**config.mk**
```make
export PLATFORM = sky130hd
export DESIGN_NAME = abkf_ctrl
export DESIGN_NICKNAME = d
export VERILOG_FILES = /design/src/rtl/core/abkf_pkg.sv /design/src/rtl/core/abkf_ctrl.sv
export SDC_FILE = /design/constraint.sdc
export NUM_CORES = 1
export LEC_CHECK = 0
export ABC_AREA = 1
export BUFFER_PORTS_ARGS = -buffer_cell sky130_fd_sc_hd__buf_2
export CAP_MARGIN = 20
export CORE_MARGIN = 4
export CORE_UTILIZATION = 53
export CTS_CLUSTER_DIAMETER = 150
export CTS_CLUSTER_SIZE = 24
export DETAILED_ROUTE_END_ITERATION = 8
export GPL_TIMING_DRIVEN = 0
export PLACE_DENSITY = 0.82
export SYNTH_ARGS = -nofsm -noshare
export SYNTH_HDL_FRONTEND = slang
export SYNTH_SLANG_ARGS = --single-unit
```
**constraint.sdc**
```tcl
create_clock -name clock -period 1.65 [get_ports clock]
set_input_delay 0.33 -clock clock [delete_from_list [all_inputs] [get_ports clock]]
set_output_delay 0.33 -clock clock [all_outputs]
set_load 0.01 [all_outputs]
```
**src/rtl/core/abkf_pkg.sv**
```systemverilog
// ----------------------------------------------------------------------------
// abkf_pkg
// Shared types, constants and arithmetic helpers of the angle/bias filter.
// ----------------------------------------------------------------------------
package abkf_pkg;

   localparam int AXES      = 2;
   localparam int AXIS_W    = (AXES > 1) ? $clog2(AXES) : 1;
   localparam int DATA_W    = 32;
   localparam int CSR_W     = 31;
   localparam int TS_W      = 25;
   localparam int DIV_STEPS = 57;

   localparam logic [31:0] ONE_Q24 = 32'sd16777216;

   // Configuration register indexes.
   localparam logic [1:0] CSR_MEAS_NOISE  = 2'd0;
   localparam logic [1:0] CSR_ANGLE_NOISE = 2'd1;
   localparam logic [1:0] CSR_BIAS_NOISE  = 2'd2;

   // Multiplier operand select codes.
   typedef enum logic [3:0] {
      MUL_TS_RATE  = 4'd0,
      MUL_TS_BA    = 4'd1,
      MUL_TS_AB    = 4'd2,
      MUL_TS_TS    = 4'd3,
      MUL_TT_BB    = 4'd4,
      MUL_TS_BB    = 4'd5,
      MUL_K0_Y     = 4'd6,
      MUL_K1_Y     = 4'd7,
      MUL_K0_PAA   = 4'd8,
      MUL_K0_PAB   = 4'd9,
      MUL_K1_PAA   = 4'd10,
      MUL_K1_PAB   = 4'd11
   } mul_sel_type;

   // Commands from the controller to the datapath.
   typedef struct packed {
      logic        load;
      logic        mul_go;
      mul_sel_type mul_sel;
      logic        pre_calc;
      logic        div_start;
      logic        div_second;
      logic        write_back;
   } cmd_type;

   // Status from the datapath to the controller.
   typedef struct packed {
      logic reject;
      logic div_done;
   } sts_type;

   // Saturate a 64-bit signed value to 32 bits.
   function automatic logic signed [31:0] sat32(input logic signed [63:0] v);
      if (v > 64'sd2147483647)
         return 32'sh7fffffff;
      else if (v < -64'sd2147483648)
         return 32'sh80000000;
      else
         return v[31:0];
   endfunction

   // Q8.24 product rounding: add half, floor shift.
   function automatic logic signed [39:0] qround(input logic signed [63:0] p);
      logic signed [63:0] t;
      t = p + 64'sd8388608;
      return t[63:24];
   endfunction

endpackage

```
**src/rtl/core/abkf_ctrl.sv**
```systemverilog
// ----------------------------------------------------------------------------
// abkf_ctrl
// Sequencer of the filter step: multiplies, two divides and write-back.
// ----------------------------------------------------------------------------
module abkf_ctrl (
   input  logic              clock,
   input  logic              reset,
   input  logic              req_valid,
   output logic              req_stall,
   output logic              rsp_valid,
   input  logic              rsp_stall,
   input  abkf_pkg::sts_type sts,
   output abkf_pkg::cmd_type cmd
);

   typedef enum logic [7:0] {
      ST_IDLE  = 8'b00000001,
      ST_CHECK = 8'b00000010,
      ST_MUL1  = 8'b00000100,
      ST_PRE   = 8'b00001000,
      ST_DIV   = 8'b00010000,
      ST_MUL2  = 8'b00100000,
      ST_WB    = 8'b01000000,
      ST_OUT   = 8'b10000000
   } state_type;

   state_type   state_ff, state_in;
   logic [3:0]  step_ff, step_in;
   logic        second_ff, second_in;
   logic        out_busy;

   // The result register frees once its item is taken.
   assign out_busy  = rsp_valid && rsp_stall;
   assign req_stall = (state_ff != ST_IDLE) || out_busy;

   always_comb begin
      state_in  = state_ff;
      step_in   = step_ff;
      second_in = second_ff;
      cmd       = '0;
      cmd.mul_sel = abkf_pkg::MUL_TS_RATE;
      case (state_ff)
         ST_IDLE: begin
            if (req_valid && !out_busy) begin
               cmd.load = 1'b1;
               state_in = ST_CHECK;
            end
         end
         ST_CHECK: begin
            step_in = '0;
            if (sts.reject) state_in = ST_WB;
            else state_in = ST_MUL1;
         end
         ST_MUL1: begin
            cmd.mul_go  = 1'b1;
            cmd.mul_sel = abkf_pkg::mul_sel_type'(step_ff);
            step_in     = step_ff + 4'd1;
            if (step_ff == 4'(abkf_pkg::MUL_TS_BB)) state_in = ST_PRE;
         end
         ST_PRE: begin
            cmd.pre_calc  = 1'b1;
            state_in      = ST_DIV;
            second_in     = 1'b0;
            cmd.div_start = 1'b1;
         end
         ST_DIV: begin
            cmd.div_second = second_ff;
            if (sts.div_done) begin
               if (second_ff) begin
                  state_in = ST_MUL2;
                  step_in  = 4'(abkf_pkg::MUL_K0_Y);
               end else begin
                  second_in     = 1'b1;
                  cmd.div_start = 1'b1;
               end
            end
         end
         ST_MUL2: begin
            cmd.mul_go  = 1'b1;
            cmd.mul_sel = abkf_pkg::mul_sel_type'(step_ff);
            step_in     = step_ff + 4'd1;
            if (step_ff == 4'(abkf_pkg::MUL_K1_PAB)) state_in = ST_WB;
         end
         ST_WB: begin
            cmd.write_back = 1'b1;
            state_in       = ST_OUT;
         end
         ST_OUT: begin
            state_in = ST_IDLE;
         end
         default: state_in = ST_IDLE;
      endcase
   end

   // Result valid is set on entry to the output state.
   always_ff @(posedge clock) begin
      if (reset) begin
         state_ff  <= ST_IDLE;
         step_ff   <= '0;
         second_ff <= 1'b0;
         rsp_valid <= 1'b0;
      end else begin
         state_ff  <= state_in;
         step_ff   <= step_in;
         second_ff <= second_in;
         if (state_ff == ST_WB) rsp_valid <= 1'b1;
         else if (!rsp_stall) rsp_valid <= 1'b0;
      end
   end

endmodule

```
Word-level counts from Yosys, hierarchy flattened:

Index checks and enable logic that the tools add are counted.

* flip-flop bits (word level): 14
* bits of input ports: 6
* output and inout port bits: 12
* word-level logic and storage cells: 54

* add/subtract/negate cells: 1
* eq/ne operators: 16
* muxes and demuxes: 23
* reduce and logical (&&, ||, !) cells: 10

Operator list (count)
* $pmux W8 S7: 1
* $mux W8: 5
* $pmux W4 S3: 1
* $mux W1: 10
* $ne A2 B2 Y1 const B: 5
* $eq A8 B1 Y1 const B: 1
* $eq A8 B2 Y1 const B: 1
* $eq A8 B3 Y1 const B: 1
* $eq A8 B4 Y1 const B: 1
* $eq A8 B5 Y1 const B: 1
* $eq A8 B6 Y1 const B: 1
* $eq A8 B7 Y1 const B: 1
* $mux W4: 2
* $ne A8 B1 Y1 const B: 1
* $mux W7: 1
* $mux W5: 1
* $reduce_and A5 Y1: 1
* $add A4 B1 Y4 const B: 1
* $eq A4 B3 Y1 const B: 1
* $eq A4 B4 Y1 const B: 1
* $pmux W1 S2: 2
* $reduce_and A3 Y1: 1
* $reduce_bool A3 Y1: 1
* $logic_and A1 B1 Y1: 2
* 6 further kinds: 6

Logic depth before layout (Yosys ltp):

Gate-level depths: netlist (run 1).

* word-level depth: 5
* gate-level depth with buffers: 9
* gate-level depth less buffers: 9

Least setup slack after synthesis (run 1):

Ideal clock, no wire load.

* path type: reg-to-output
* from: register state_ff[0]
* to: output cmd[2] in the netlist's numbering
* arrival: 1097 ps
* data required time: 1320 ps
* path slack: 223 ps
* stages on the path, launching flop included: 6
* path buffers: 0
* path through: dfxtp_1 -> nor2_4 -> nand2_4 -> nor2_4 -> nand2_1 -> o21ai_0

RTL lines
* from (decl): line abkf_ctrl.sv:27 `state_type state_ff, state_in;`
* from (signal assigned): line abkf_ctrl.sv:103 `state_ff <= state_in;`
* to (decl): line abkf_ctrl.sv:13 `output abkf_pkg::cmd_type cmd`

==> results.py, run 1 <==
metrics = {
    "outcome": {
        "status": "finished, violations left",
        "violations": "setup timing",
    },
    "clock_network": {
        "cts_tree": "built",
        "clockBufferDepth": 2,
        "root_buffer": "clkbuf_4",
        "cts_num_sinks": 14,
        "clk_pin_slew_ns": 0.08,
        "numCtsBuffers": 3,
        "cts_max_level": 1,
        "hold_buffers": 0,
        "clock_latency_ns": 0.27,
    },
    "grt": {
        "antenna_found_initial": 0,
        "track_usage_pct": 18.5,
        "first_global_vias": 864,
        "grt_overflow": 0,
        "grt_max_degree": 10,
        "grt_pass1_wl_microns": 3560,
    },
    "yosys": {
        "synth.distinct_cells": 22,
        "synth_edf_count": 0,
        "yosysMostFrequentCell": "nand2_1",
        "synthArstFlopShare_pct": 0,
        "syn_nets": 136,
        "synth_top_area_share_pct": 31.0,
        "ys_seq_area_share_pct": 31.0,
        "ys.flop_type": "dfxtp_1",
        "syn_inst": 128,
        "yosys.area.top_type": "dfxtp_1",
        "synthTopCellsByCount": "29 x nand2_1, 22 x inv_1, 14 x dfxtp_1, 13 x nor2_1, 10 x nand3_1",
        "avgSynthCellArea_sq_um": 7.06,
        "synth_area_leaders": "dfxtp_1 31%, nand2_1 12%, inv_1 9.1%, nor2_4 7.5%, nand3_1 5.5%",
        "synth-seq-cells": 14,
        "yosysWarnings": 0,
        "netlist_area_sq_um": 903,
    },
    "timing": {
        "slew_viol_final": 0,
        "setup_ws_ns": -0.0700,
        "relSlewSlack_pct": 69.4,
        "worst_pin_slew_ns": 0.460,
        "fin_hold_ws_ns": 0.332,
        "maxClockFrequency_ghz": 0.581,
        "min_period_over_period_pct": 104,
        "finalCriticalPeriod_ns": 1.72,
        "skew_ns": 0.00176,
        "finalSetupViolCount": 8,
        "hold_viol_final": 0,
        "rsz0062_at_grt": "yes",
    },
    "placed_design": {
        "gp_congestion": 0.833,
        "place_inst": 160,
        "place_hpwl_microns": 1600,
        "port-buffer-count": 16,
        "pre_cts_slack_ns": 0.145,
    },
    "floorplanning": {
        "die_area_sq_um": 2430,
        "fp-row-count": 14,
        "initial_utilization_pct": 57.9,
        "die_h_microns": 49.3,
        "core_sq_um": 1560,
        "num_io_pins": 18,
        "dieWidth_microns": 49.3,
    },
    "min_path": {
        "min_path_type": "primary input to register",
    },
    "power_and_ir_drop": {
        "leakage_nw": 0.584,
        "power_mw": 0.789,
        "clockPowerShare_pct": 23.9,
        "power.density_nw_per_um2": 662,
        "combPwrFrac_pct": 28.4,
        "pwr-share-seq_pct": 47.7,
        "p_sw_share_pct": 34.0,
        "vdd_drop_max_v": 0.000564,
        "switching_power_mw": 0.268,
        "p_int_mw": 0.520,
    },
    "setup_path": {
        "crit_path_frequent_cell": "nor2_4",
        "cpMaxStageDelayCell": "dfxtp_2",
        "r2r-end": "state_ff[6]$_SDFFE_PP0P_",
        "worstPathMaxFanout": 7,
        "cp.required_ns": 1.32,
        "end_kind": "primary output",
        "r2r_cells": 8,
        "slowest_delay_ns": 0.34,
        "arrival_ns": 1.39,
        "crit_end": "cmd[6]",
        "startpoint": "state_ff[0]$_SDFFE_PP1P_",
        "r2r_start": "state_ff[0]$_SDFFE_PP1P_",
        "reg2reg_slack_ns": 0.22,
        "crit_chain": "nor2_4, nand2_4, nor2_4, nor2_8, nor2_1, buf_2",
        "start_kind": "register",
        "worstSetupPathType": "register to primary output",
    },
    "job": {
        "max_cap_violations": 0,
    },
    "cells_and_area": {
        "fin_util_pct": 76.4,
        "antenna_cells": 0,
        "final_layout_size_suffix_gt1_share_pct": 45.0,
        "fin_nets": 170,
        "syn_to_final_growth_pct": 31.9,
        "stdcell_count": 176,
    },
    "route": {
        "post_drt_wl_per_cell_microns": 12.3,
        "vias_per_cell": 5.23,
        "drtIter0Drc": 18,
        "routed_wl_microns": 2170,
        "firstDrtPassIters": 4,
        "vias": 921,
        "ant_nets": 0,
        "drcViolationCount": 0,
    },
}
[repair_timing]
action / CTS / global route
pin swaps: 8 / 5
setup endpoints to repair: 10 / 10
buffers inserted: 9 / 4
gates resized for setup: 10 / 16
[area by class of cell]
class,instances,area [sq um]
Inverter,24,92.6
Timing Repair Buffer,29,184
Clock buffer,3,22.5
Sequential cell,14,294
Buffer,1,3.75
Tap cell,16,20.0
Multi-Input combinational cell,89,574
Fill cell,115,368
[layer usage]
| metal | global-route usage [%] | vias to the layer above | wire (microns) |
|---|---|---|---|
| met4 | 8.06 | 0 | 68 |
| met5 | 0 | - | 0 |
| met1 | 21.7 | 427 | 886 |
| met3 | 3.36 | 8 | 80 |
| met2 | 32.4 | 26 | 1140 |
| li1 | - | 460 | - |
[cells in the final DEF, fill, tap and decap left out, types with 2 or more instances in the layout]
cell	n
xor2_1	2
inv_1	20
nor2_2	7
nand2_2	2
dfxtp_1	7
dfxtp_4	2
dfxtp_2	5
nor2_1	8
nor2_4	8
clkbuf_4	3
buf_4	13
a21oi_1	6
nand3_1	10
nand2_4	6
inv_2	3
buf_2	15
ha_1	2
a21oi_2	3
nand2_1	27
nand4_1	2
[worst min-delay path by stage]
| stage | from | to | slack, ns | cells after the start |
|---|---|---|---|---|
| 3_5_place_dp | step_ff[3]$_SDFFE_PP0P_ | step_ff[3]$_SDFFE_PP0P_ | 0.49 | 2 |
| 5_1_grt | sts[1] | state_ff[2]$_SDFFE_PP0P_ | 0.33 | 3 |
| 3_3_place_gp | step_ff[3]$_SDFFE_PP0P_ | step_ff[3]$_SDFFE_PP0P_ | 0.48 | 2 |
| 2_1_floorplan | second_ff$_SDFFE_PP0P_ | second_ff$_SDFFE_PP0P_ | 0.46 | 2 |
| 6_report | sts[1] | state_ff[2]$_SDFFE_PP0P_ | 0.33 | 3 |
| 4_1_cts | sts[1] | state_ff[2]$_SDFFE_PP0P_ | 0.33 | 3 |
[critical path, delay by kind of cell, from the launching register on]
kind / cells / cell delay, ns
flip-flops: 1 / 0.34
AND/OR/NAND/NOR: 5 / 0.64
buffers and inverters: 1 / 0.13
[stage by stage]
stage	TNS (ns)	instance area [sq um]
finish	-0.382	1190
global route	-1.19	1190
CTS	-0.328	1110
detailed placement	0	1000
global placement	0	1000
floorplan	0	903
[state kept, by name, summed over array words and instances, names as in the netlist]
signal / cells
rsp_valid: 1
second_ff: 1
state_ff: 8
step_ff: 4
[cells by family after synthesis]
logic type               share of synthesized area, %
AND/OR/NAND/NOR                                  46.1
buffers and inverters                            10.4
flip-flops                                       31.0
AO/OA/AOI/OAI                                    7.76
XOR/XNOR                                         1.94
adder cells (fa/ha/maj)                          2.77
[power groups by stage]
stage | clock [mW] | combinational (mW) | sequential [mW]
floorplan | 0 | 0.158 | 0.382
global placement | 0 | 0.198 | 0.383
detailed placement | 0 | 0.206 | 0.385
CTS | 0.193 | 0.208 | 0.377
global route | 0.212 | 0.251 | 0.377
finish | 0.189 | 0.224 | 0.376
Power figures use the tool's default switching activity.
==> inputs of run 2 (changes only) <==
--- a/config.mk
+++ b/config.mk
@@ -13,8 +13,9 @@
 export CTS_CLUSTER_DIAMETER = 150
 export CTS_CLUSTER_SIZE = 24
 export DETAILED_ROUTE_END_ITERATION = 8
+export GPL_ROUTABILITY_DRIVEN = 0
 export GPL_TIMING_DRIVEN = 0
-export PLACE_DENSITY = 0.82
+export PLACE_DENSITY = 0.77
 export SYNTH_ARGS = -nofsm -noshare
 export SYNTH_HDL_FRONTEND = slang
 export SYNTH_SLANG_ARGS = --single-unit
==> run 2 against run 1 <==
  * The flow still finishes with violations (setup timing)
  * Die area unchanged
  * Hold slack got worse by 0.0041 ns
  * Largest cell class unchanged
  * Via count decreased by 0.43%
  * Register-to-register slack got worse by 0.12 ns
==> results.py, run 2 (synthesis gave the netlist of run 1 again) <==
metrics = {
    "power_and_ir_drop": {
        "vdd_drop_max_v": 0.000472,
        "power_mw": 0.891,
        "leakage_nw": 0.583,
        "power.density_nw_per_um2": 758,
    },
    "floorplanning": {
        "die_h_microns": 49.3,
        "dieWidth_microns": 49.3,
        "fp-row-count": 14,
        "initial_utilization_pct": 57.9,
        "num_io_pins": 18,
        "die_area_sq_um": 2430,
        "core_sq_um": 1560,
    },
    "placed_design": {
        "place_hpwl_microns": 1550,
        "pre_cts_slack_ns": 0.164,
        "port-buffer-count": 16,
    },
    "clock_network": {
        "numCtsBuffers": 3,
        "hold_buffers": 0,
        "clockBufferDepth": 2,
        "root_buffer": "clkbuf_4",
        "clock_latency_ns": 0.28,
        "clk_pin_slew_ns": 0.10,
        "cts_num_sinks": 14,
        "cts_max_level": 1,
        "cts_tree": "built",
    },
    "cells_and_area": {
        "top_register": "state_ff",
        "layout_commonest_cell": "nand2_1",
        "fill_cells": 120,
        "fin_util_pct": 75.4,
        "syn_to_final_growth_pct": 30.1,
        "fin_nets": 170,
        "most-common-layout-cells": "27 x nand2_1, 20 x inv_1, 15 x buf_2, 13 x buf_4, 12 x nor2_1",
        "largest_register_ffs": 8,
        "top_regs": "state_ff: 8 flops, step_ff: 4 flops",
        "final_layout_size_suffix_gt1_share_pct": 42.2,
        "antenna_cells": 0,
    },
    "setup_path": {
        "start_kind": "register",
        "worstSetupPathType": "register to primary output",
        "arrival_ns": 1.48,
        "end_kind": "primary output",
        "worstPathMaxFanout": 3,
        "cp.required_ns": 1.32,
    },
    "grt": {
        "grt_overflow": 0,
        "track_usage_pct": 21.6,
        "antenna_found_initial": 0,
        "first_global_vias": 893,
        "grt_pass1_wl_microns": 4080,
        "grt_max_degree": 10,
    },
    "timing": {
        "finalSetupViolCount": 10,
        "finalCriticalPeriod_ns": 1.81,
        "min_period_over_period_pct": 110,
        "fin_setup_tns_ns": -0.894,
        "relSlewSlack_pct": 68.5,
        "fin_hold_ws_ns": 0.328,
        "maxClockFrequency_ghz": 0.552,
        "skew_ns": 0.00481,
        "rsz0062_at_grt": "yes",
        "hold_viol_final": 0,
        "slew_viol_final": 0,
        "setup_ws_ns": -0.160,
        "worst_pin_slew_ns": 0.473,
    },
    "outcome": {
        "violations": "setup timing",
        "status": "finished, violations left",
    },
    "route": {
        "drcViolationCount": 0,
        "drtIter0Drc": 24,
        "routed_wl_microns": 2440,
        "vias_per_cell": 5.18,
        "firstDrtPassIters": 4,
        "ant_nets": 0,
        "post_drt_wl_per_cell_microns": 13.8,
        "vias": 917,
    },
    "min_path": {
        "min_path_type": "primary input to register",
    },
    "job": {
        "max_cap_violations": 0,
    },
}
-- run 2: final cells by class --
class	count	area, sq um	area share [%]
Sequential cell	14	287	24.4
Tap cell	16	20.0	1.70
Multi-Input combinational cell	89	552	47.0
Buffer	1	3.75	0.319
Clock buffer	4	36.3	3.09
Timing Repair Buffer	29	184	15.7
Inverter	24	92.6	7.88
-- run 2: through the flow --
step,cell area (sq um),cells
final,1170,177
after global routing,1170,177
after CTS,1120,172
after detailed placement,1000,160
after global placement,1000,160
after floorplan,903,128
-- run 2: critical path, stage by stage, from the launching register on --
cell and delay, ns:
dfxtp_2 0.35, nor2_4 0.18, nand2_4 0.11, inv_4 0.07, nand4_1 0.20, o21ai_1 0.14
buf_2 0.14
-- run 2: per-layer routing --
layer | vias up | wire length [microns] | track usage, %
met5 | - | 0 | 0
met4 | 0 | 65 | 8.06
met3 | 10 | 129 | 2.75
met2 | 42 | 1310 | 40.8
met1 | 410 | 934 | 24.1
li1 | 455 | - | -
-- run 2: timing repair --
action / CTS / global route
setup buffers: 8 / 5
pin swaps: 6 / 4
gates cloned: 0 / 0
resized for setup: 8 / 8
setup endpoints to repair: 10 / 11
endpoints found under the hold margin: 0 / 0
-- run 2: power by group --
part	total (mW)	switching (mW)	internal, mW
sequential	0.379	0.0206	0.358
clock	0.257	0.122	0.134
combinational	0.256	0.156	0.0995
-- run 2: path summary, 6_finish.rpt --
check	start	end	cells past startpoint	slack [ns]
worst max-delay path	state_ff[6]$_SDFFE_PP0P_	cmd[2]	6	-0.16
worst min-delay path	sts[0]	second_ff$_SDFFE_PP0P_	3	0.33
worst max register to register	state_ff[2]$_SDFFE_PP0P_	state_ff[6]$_SDFFE_PP0P_	9	0.10
worst min register to register	second_ff$_SDFFE_PP0P_	second_ff$_SDFFE_PP0P_	2	0.50
==> inputs of run 3 (changes only) <==
--- a/config.mk
+++ b/config.mk
@@ -8,7 +8,6 @@
 export ABC_AREA = 1
 export BUFFER_PORTS_ARGS = -buffer_cell sky130_fd_sc_hd__buf_2
 export CAP_MARGIN = 20
-export CORE_MARGIN = 4
 export CORE_UTILIZATION = 53
 export CTS_CLUSTER_DIAMETER = 150
 export CTS_CLUSTER_SIZE = 24
==> run 3 against run 2 <==
  * The flow still finishes with violations (setup timing)
  * Via count is 6.7% lower
  * Sequential power hardly changed
  * Count of clock-buffer cells in the layout is 1 lower
  * Register-to-register slack better by 0.06 ns
  * Core utilization is 0.36 points lower
  * Maximum frequency is 5.0% higher
  * Final area is 1.6% lower
  * Final cell count is 1.1% lower
  * Critical path depth stayed put
  * Non-clock buffer count is 1 lower
  * Global-route usage is 0.91 points higher
  * Clock power is 26% lower
  * Highest routed layer unchanged
==> results.py, run 3 (synthesis gave the netlist of run 1 again) <==
metrics = {
    "outcome": {
        "status": "finished, violations left",
        "violations": "setup timing",
    },
    "cells_and_area": {
        "final_layout_size_suffix_gt1_share_pct": 42.8,
        "syn_to_final_growth_pct": 28.0,
        "largest_register_ffs": 8,
        "layout_commonest_cell": "nand2_1",
        "antenna_cells": 0,
        "top_regs": "state_ff: 8 flops, step_ff: 4 flops",
        "most-common-layout-cells": "27 x nand2_1, 19 x inv_1, 16 x buf_2, 12 x buf_4, 11 x nor2_1",
        "top_register": "state_ff",
        "fin_nets": 169,
    },
    "route": {
        "vias": 856,
        "drcViolationCount": 0,
        "post_drt_wl_per_cell_microns": 11.7,
        "routed_wl_microns": 2040,
        "firstDrtPassIters": 4,
        "ant_nets": 0,
        "vias_per_cell": 4.89,
        "drtIter0Drc": 24,
    },
    "setup_path": {
        "path_delay_family": "simple AND/OR/NAND/NOR gates",
        "end_kind": "primary output",
        "crit_chain": "nor2_4, nand2_4, inv_4, nand4_1, o21ai_1, buf_2",
        "critPathBufInv": 2,
        "cp.required_ns": 1.32,
        "arrival_ns": 1.39,
        "worstPathMaxFanout": 4,
        "slowest_delay_ns": 0.34,
        "worstSetupPathType": "register to primary output",
        "start_kind": "register",
        "cpMaxStageDelayCell": "dfxtp_2",
    },
    "timing": {
        "finalSetupViolCount": 7,
        "setup_ws_ns": -0.0744,
        "maxClockFrequency_ghz": 0.580,
        "rsz0062_at_grt": "yes",
        "skew_ns": 0.00231,
        "fin_setup_tns_ns": -0.350,
        "worst_pin_slew_ns": 0.442,
        "relSlewSlack_pct": 70.6,
        "min_period_over_period_pct": 105,
        "hold_viol_final": 0,
        "slew_viol_final": 0,
        "finalCriticalPeriod_ns": 1.72,
        "fin_hold_ws_ns": 0.338,
    },
    "clock_network": {
        "root_buffer": "clkbuf_4",
        "numCtsBuffers": 3,
        "clk_pin_slew_ns": 0.08,
        "cts_max_level": 1,
        "clockBufferDepth": 2,
        "cts_num_sinks": 14,
        "cts_tree": "built",
        "clock_latency_ns": 0.27,
    },
    "grt": {
        "track_usage_pct": 22.5,
        "grt_max_degree": 10,
        "antenna_found_initial": 0,
        "grt_overflow": 0,
        "first_global_vias": 804,
        "grt_pass1_wl_microns": 3130,
    },
    "power_and_ir_drop": {
        "vdd_drop_max_v": 0.000383,
        "power.density_nw_per_um2": 688,
        "leakage_nw": 0.578,
    },
    "min_path": {
        "min_path_type": "primary input to register",
    },
    "placed_design": {
        "pre_cts_slack_ns": 0.152,
        "place_hpwl_microns": 1490,
        "port-buffer-count": 16,
    },
    "floorplanning": {
        "die_area_sq_um": 1870,
        "dieWidth_microns": 43.3,
        "die_h_microns": 43.3,
        "fp-row-count": 14,
        "num_io_pins": 18,
        "initial_utilization_pct": 58.6,
        "core_sq_um": 1540,
    },
    "job": {
        "max_cap_violations": 0,
    },
}
==> run 3: changes by cell type in the layout (fill, tap and decap cells not counted), sizes merged <==
cell / previous run / this run
buf: 30 / 29
clkbuf: 4 / 3
==> run 3: final timing paths <==
kind                            slack [ns]                     start  cells after the start                       end
worst max-delay path                 -0.07  state_ff[7]$_SDFFE_PP0P_                      6                    cmd[2]
worst min-delay path                  0.34                    sts[0]                      3    second_ff$_SDFFE_PP0P_
worst max register to register        0.16  state_ff[0]$_SDFFE_PP1P_                      9  state_ff[6]$_SDFFE_PP0P_
worst min register to register        0.50   step_ff[3]$_SDFFE_PP0P_                      2   step_ff[3]$_SDFFE_PP0P_
==> run 3: worst min-delay path, delay by kind of cell <==
family / cells / cell delay [ns]
buffers and inverters: 1 / 0.10
AND/OR/NAND/NOR: 1 / 0.08
AO/OA/AOI/OAI: 1 / 0.06
==> run 3: layout make-up <==
cell class | instances | area (sq um)
plain buffers | 1 | 3.75
well taps | 16 | 20.0
fillers | 127 | 385
clock buffers | 3 | 22.5
repair buffers | 28 | 170
multi-input cells | 89 | 554
inverters | 24 | 92.6
flip-flops and latches | 14 | 293
==> run 3: where the power goes <==
group / internal [mW] / total, mW / switching, mW
registers: 0.355 / 0.376 / 0.0204
logic: 0.0885 / 0.231 / 0.143
clock network: 0.0846 / 0.189 / 0.104
==> run 3: through the flow <==
stage / utilization (%) / power [mW] / instances / cell area, sq um
2_1_floorplan: - / 0.539 / 128 / 903
3_3_place_gp: 65.1 / 0.582 / 160 / 1000
3_5_place_dp: 65.1 / 0.590 / 160 / 1000
4_1_cts: 69.6 / 0.777 / 169 / 1070
5_1_grt: 75.0 / 0.837 / 175 / 1160
6_report: 75.0 / 0.796 / 175 / 1160
==> run 3: layer usage <==
layer	up-vias	global-route usage (%)	wire length [microns]
li1	453	-	-
met1	380	24.2	877
met2	17	39.7	1070
met3	6	4.26	51
met4	0	13.9	45
met5	-	0	0
==> run 3: what timing repair did <==
item,CTS,global route
pin swaps,4,11
hold buffers,0,0
buffers inserted,6,6
setup endpoints to repair,10,11
resized for setup,2,18
